**src/rtl/skeleton_forward_kinematics_unit_assert.svh**
```systemverilog
// assertion macros for the skeleton forward kinematics unit
// used by the controller and the top level
`ifndef SKELETON_FORWARD_KINEMATICS_UNIT_ASSERT_SVH
`define SKELETON_FORWARD_KINEMATICS_UNIT_ASSERT_SVH
`define SFK_ASSERT_IMP(label, clk, rst, a, b) \
   label: assert property (@(posedge clk) disable iff (rst) (a) |-> (b)) \
      else $error("assertion failed");
`define SFK_ASSERT_NEXT(label, clk, rst, a, b) \
   label: assert property (@(posedge clk) disable iff (rst) (a) |=> (b)) \
      else $error("assertion failed");
`endif

```
**src/rtl/sfk_pkg.sv**
```systemverilog
// shared types, constants and helpers for the skeleton forward kinematics unit
// no dependencies
`timescale 1ns / 1ps
`default_nettype none
package sfk_pkg;
   localparam int MAX_JOINTS_DEF = 64;
   localparam int FRAC_BITS_DEF  = 16;
   localparam int DATA_W         = 32;
   localparam int COUNT_W        = 7;
   localparam int PARENT_W       = 7;
   localparam int NUM_OUT        = 12;
   localparam int REQ_TDATA_W    = 328;
   localparam int RSP_TDATA_W    = 384;

   typedef enum logic [2:0] {
      ST_IDLE,
      ST_QUAT,
      ST_ROT,
      ST_LOCAL,
      ST_FETCH,
      ST_MODEL,
      ST_OUT
   } state_type;

   // commands from controller to datapath
   typedef struct packed {
      logic       load;
      logic       quat_mul;
      logic       rot_sum;
      logic       local_mul;
      logic       fetch;
      logic       model_mul;
      logic       store;
      logic       emit;
      logic [3:0] step;
   } cmd_type;

   function automatic logic signed [DATA_W-1:0] sat32(input logic signed [35:0] v);
      logic signed [35:0] hi;
      logic signed [35:0] lo;
      hi = 36'sd2147483647;
      lo = -36'sd2147483648;
      if (v > hi) sat32 = 32'sh7fffffff;
      else if (v < lo) sat32 = 32'sh80000000;
      else sat32 = v[DATA_W-1:0];
   endfunction
endpackage
`default_nettype wire

```
**src/rtl/sfk_controller.sv**
```systemverilog
// controller state machine sequencing the datapath and handshakes
// depends on sfk_pkg and the assertion header
`timescale 1ns / 1ps
`default_nettype none
`include "skeleton_forward_kinematics_unit_assert.svh"
module sfk_controller #(
   parameter int MAX_JOINTS = sfk_pkg::MAX_JOINTS_DEF,
   parameter int IDX_W      = (MAX_JOINTS > 1) ? $clog2(MAX_JOINTS) : 1
) (
   input  wire logic                        clock,
   input  wire logic                        reset,
   input  wire logic                        req_tvalid,
   output logic                             req_tready,
   output logic                             rsp_tvalid,
   input  wire logic                        rsp_tready,
   input  wire logic                        csr_wen,
   input  wire logic [sfk_pkg::COUNT_W-1:0] csr_wdata,
   input  wire logic                        use_parent,
   output sfk_pkg::cmd_type                 cmd,
   output logic [IDX_W-1:0]                 joint_idx
);
   import sfk_pkg::*;
   localparam int CNT_W = $clog2(MAX_JOINTS + 1);

   state_type state_ff, state_in;
   logic [3:0] step_ff, step_in;
   logic [COUNT_W-1:0] count_ff;
   logic [IDX_W-1:0] ctr_ff, ctr_in;
   logic valid_ff, valid_in;
   logic [CNT_W-1:0] eff;
   logic last;
   logic take;

   always_comb begin
      if (count_ff == '0) eff = CNT_W'(1);
      else if (32'(count_ff) > MAX_JOINTS) eff = CNT_W'(MAX_JOINTS);
      else eff = CNT_W'(count_ff);
   end

   assign joint_idx = (32'(ctr_ff) >= 32'(eff)) ? '0 : ctr_ff;
   assign take = req_tvalid && req_tready;

   always_comb begin
      state_in = state_ff;
      step_in  = step_ff + 4'd1;
      last     = 1'b0;
      unique case (state_ff)
         ST_IDLE: begin
            step_in = '0;
            if (take) state_in = ST_QUAT;
         end
         ST_QUAT: if (step_ff == 4'd2) begin state_in = ST_ROT; step_in = '0; end
         ST_ROT: begin state_in = ST_LOCAL; step_in = '0; end
         ST_LOCAL: if (step_ff == 4'd2) begin
            step_in = '0;
            state_in = use_parent ? ST_FETCH : ST_OUT;
         end
         ST_FETCH: if (step_ff == 4'd12) begin state_in = ST_MODEL; step_in = '0; end
         ST_MODEL: if (step_ff == 4'd11) begin state_in = ST_OUT; step_in = '0; end
         ST_OUT: begin
            if (step_ff == 4'd11) begin
               // wait here while the previous result is still unclaimed
               if (valid_ff && !rsp_tready) begin
                  step_in = step_ff;
               end else begin
                  state_in = ST_IDLE;
                  step_in = '0;
                  last = 1'b1;
               end
            end
         end
         default: state_in = ST_IDLE;
      endcase
   end

   always_comb begin
      cmd = '0;
      cmd.step = step_ff;
      req_tready = 1'b0;
      unique case (state_ff)
         ST_IDLE:  begin req_tready = 1'b1; cmd.load = 1'b1; end
         ST_QUAT:  cmd.quat_mul = 1'b1;
         ST_ROT:   cmd.rot_sum = 1'b1;
         ST_LOCAL: cmd.local_mul = 1'b1;
         ST_FETCH: cmd.fetch = 1'b1;
         ST_MODEL: cmd.model_mul = 1'b1;
         ST_OUT:   cmd.store = 1'b1;
         default:  cmd = '0;
      endcase
      cmd.load = cmd.load && take;
      cmd.emit = last;
   end

   always_comb begin
      valid_in = valid_ff;
      if (rsp_tvalid && rsp_tready) valid_in = 1'b0;
      if (last) valid_in = 1'b1;
      ctr_in = ctr_ff;
      if (last) ctr_in = (32'(joint_idx) + 1 >= 32'(eff)) ? '0 : joint_idx + IDX_W'(1);
   end

   assign rsp_tvalid = valid_ff;

   always_ff @(posedge clock) begin
      if (reset) begin
         state_ff <= ST_IDLE;
         step_ff  <= '0;
         ctr_ff   <= '0;
         valid_ff <= 1'b0;
         count_ff <= COUNT_W'(64);
      end else begin
         state_ff <= state_in;
         step_ff  <= step_in;
         ctr_ff   <= ctr_in;
         valid_ff <= valid_in;
         if (csr_wen) count_ff <= csr_wdata;
      end
   end

   `SFK_ASSERT_IMP(a_ready_idle, clock, reset, req_tready, state_ff == ST_IDLE)
   `SFK_ASSERT_NEXT(a_last_valid, clock, reset, last, rsp_tvalid)
   `SFK_ASSERT_IMP(a_no_overwrite, clock, reset, last, !rsp_tvalid || rsp_tready)
endmodule
`default_nettype wire

```
**config.mk**
```make
export PLATFORM = sky130hd
export DESIGN_NAME = sfk_controller
export DESIGN_NICKNAME = d
export VERILOG_FILES = /design/src/rtl/sfk_pkg.sv /design/src/rtl/sfk_controller.sv
export VERILOG_INCLUDE_DIRS = /design/src /design/src/rtl
export SDC_FILE = /design/constraint.sdc
export NUM_CORES = 1
export LEC_CHECK = 0
export BUFFER_PORTS_ARGS = -buffer_cell sky130_fd_sc_hd__buf_2
export CORE_ASPECT_RATIO = 1.75
export CORE_MARGIN = 1.5
export CORE_UTILIZATION = 54
export CTS_CLUSTER_DIAMETER = 60
export DETAILED_ROUTE_END_ITERATION = 8
export PLACE_DENSITY = 0.88
export SETUP_SLACK_MARGIN = 0.1
export SYNTH_ARGS = -nofsm -noshare
export SYNTH_HDL_FRONTEND = slang
export SYNTH_SLANG_ARGS = --single-unit
```
**constraint.sdc**
```tcl
create_clock -name clock -period 4.3 [get_ports clock]
set_input_delay 0.215 -clock clock [delete_from_list [all_inputs] [get_ports clock]]
set_output_delay 0.215 -clock clock [all_outputs]
set_load 0.005 [all_outputs]
```
==> metrics.cfg <==
[synth]
ys_ff_latch=21
yosysTopAreaCellShare=0.268
netlist_instances=190
synth_edf_count=0
ys_types=48
seq_area_frac_synth=0.268
async_flop_share=0
ys_top_cells_by_area=dfxtp_1 (27%), ha_1 (14%), a21oi_1 (4.2%)
syn_area_per_cell_sq_um=8.24
ys_warn_count=0
syn_area_sq_um=1570
yosysTopAreaCell=dfxtp_1
synth.net_count=220
synth_ff_type=dfxtp_1

[placement]
io_buffers=32
post-place-cells=243
dp_hpwl_um=2830
gp_congestion=0.923

[sta]
setup_tns_ns=0
hold_violations=0
finalCriticalPeriod_ns=3.86
rsz0062_at_grt=false
fmax_mhz=259
drv_slew=0
setup_violations=0
slew_headroom=0.708
worst_slew_pin_slew_ns=0.435
period_share=0.898
skew_ns=0.00570

[worst_setup_path]
worstPathCellList=nor3_2 > a21oi_1 > nor2_1 > ha_1 > nor2b_1 > o21ai_0 > a21o_2 > nor2_2 > ha_2 > nand3_1 > or2_2 > a21oi_1 > ha_1 > a211o_1 > a21oi_2 > o31ai_4 > a211o_2 > a21oi_1
required_ns=4.50
path_buf_inv=0
crit_fanout=12
critPathLaunch=count_ff[1]
timing.critical_path.depth=18
worstSetupEndpointType=register
cp-endpoint=ctr_ff[0]
crit_arrival_ns=4.06
critPathKind=register to register
reg2reg_to=ctr_ff[0]
ff2ff_setup_slack_ns=0.44
critical_path.most_common_cell=a21oi_1
reg2reg_depth=18
cp_top_family=compound AO/OA/AOI/OAI gates
slowest_stage=dfxtp_1
max_stage_delay_ns=0.33
r2r-start=count_ff[1]
startpoint_type=register

[finish]
nFillCells=256
layout_common_cells=buf_2 (32), dfxtp_1 (21), nand2_1 (17), ha_1 (16), nor2_1 (15)
nNetsFinal=251
antennaDiodeCount=0
seqCellArea_sq_um=420
drive_above_1_share=0.250
layout_commonest_cell=buf_2
layout.cells.non_filler=247
area_growth_pct=14.8
multiInputGateArea_sq_um=1090

[floorplan]
die-area_sq_um=3250
num_rows=25
die_w_um=43.7
die_y_um=74.3
io_pins=33
start_util=0.576
core_area_sq_um=2720

[cts]
h-tree-depth=1
cts_hold_buf=0
cts_tree=built
numCtsBuffers=3
clkTransAtPathRegs_ns=0.08
clockRootBuffer=clkbuf_8
insertion_delay_ns=0.26
cts_sinks=21
clockBufferDepth=2

[route]
drtIter0Drc=25
drt_first_pass_iters=4
wl_um=3680
ant_nets=0
drc=0
avgViaCountPerCell=5.90
num_vias=1458
routedWlPerCell_um=14.9

[run_status]
status=finished, final reports clean

[global_routing]
grt_pass1_wl_um=6360
grt_start_max_net_pins=24
grt_usage=0.260
antenna_found_initial=0
grt_overflow=0
grt_pass1_vias=1446

[power_and_ir_drop]
leakagePower_nw=0.858
power_density_nw_per_um2=294
peakVddDrop_mv=0.225

[job]
cap_violations=0

[worst_hold_path]
holdPathStages=3
hp-class=input pin to register

-- metal layers --
layer | up-vias | GRT usage | wire (um)
li1 | 746 | - | -
met1 | 646 | 0.281 | 1460
met5 | - | 0 | 0
met2 | 47 | 0.464 | 1900
met4 | 0 | 0.162 | 197
met3 | 19 | 0.0291 | 121
-- worst reg2reg max path, delay by kind of cell, from the launching register on --
kind | cells | cell delay (ns)
compound gates | 9 | 1.69
fa+ha+maj | 3 | 0.76
simple gates | 6 | 1.04
flops | 1 | 0.33
-- how the worst min path moves through the flow --
stage	start	endpoint	slack, ns
after floorplan	csr_wdata[6]	count_ff[6]	0.35
after global placement	csr_wdata[6]	count_ff[6]	0.44
after detailed placement	csr_wdata[6]	count_ff[6]	0.45
after CTS	csr_wdata[6]	count_ff[6]	0.19
after global routing	csr_wdata[1]	count_ff[1]	0.20
final	csr_wdata[6]	count_ff[6]	0.19
-- power breakdown --
group / switching, W / internal (W) / total, W / leakage (nW)
Combinational: 0.0000787 / 0.0000747 / 0.000153 / 0.664
Clock: 0.0000640 / 0.0000660 / 0.000130 / 0.0228
Sequential: 0.0000345 / 0.000211 / 0.000246 / 0.171
Total: 0.000177 / 0.000352 / 0.000529 / 0.858
-- cell families (layout without fill, tap and decap cells) --
| kind of cell | count (synthesis) | count (layout) | synth area share |
|---|---|---|---|
| AO/OA/AOI/OAI | 34 | 34 | 0.156 |
| XOR/XNOR | 5 | 5 | 0.0280 |
| adder cells (fa/ha/maj) | 17 | 17 | 0.136 |
| buffers and inverters | 16 | 46 | 0.0455 |
| flip-flops | 21 | 21 | 0.268 |
| multiplexers | 6 | 6 | 0.0383 |
| AND/OR/NAND/NOR | 91 | 91 | 0.328 |
-- state kept, by name, summed over array words and instances, names as in the netlist --
name	cells
count_ff	7
ctr_ff	6
rsp_tvalid	1
state_ff	3
step_ff	4
-- synth_stat cells, types with 2 or more instances --
cell type,n
a2bb2oi_1,2
nand2b_1,2
buf_2,6
clkbuf_1,2
nand3b_1,3
xor2_1,3
nand2_1,17
or2_2,3
and3_1,4
dfxtp_1,21
o21ai_0,2
mux2i_1,6
a211oi_1,2
xnor2_1,2
nor4_1,3
nor2_1,16
nor3_1,8
and3b_2,2
or4_1,3
a211o_1,4
a21oi_1,13
inv_1,6
and2_1,10
a21o_1,2
nand3_1,9
ha_1,17
-- cell type report --
class | count | share of cell area
multi-input cells | 153 | 0.606
repair buffers | 35 | 0.102
clock buffers | 4 | 0.0251
flip-flops and latches | 21 | 0.234
inverters | 7 | 0.0146
well taps | 27 | 0.0188
-- repair_timing --
| item | CTS | global route |
|---|---|---|
| endpoints found under the setup margin | 0 | 6 |
| buffers inserted | 0 | 0 |
| gates resized for setup | 0 | 5 |
-- metrics by stage --
step	hold WS, ns	total power, W	setup slack (ns)	util	area (sq um)
floorplan	0.345	0.000359	0.528	-	1570
global placement	0.444	0.000396	0.438	0.639	1740
detailed placement	0.451	0.000403	0.228	0.639	1740
CTS	0.186	0.000531	0.217	0.655	1780
global route	0.204	0.000565	0.129	0.661	1800
finish	0.185	0.000529	0.439	0.661	1800
Power figures use the tool's default switching activity.
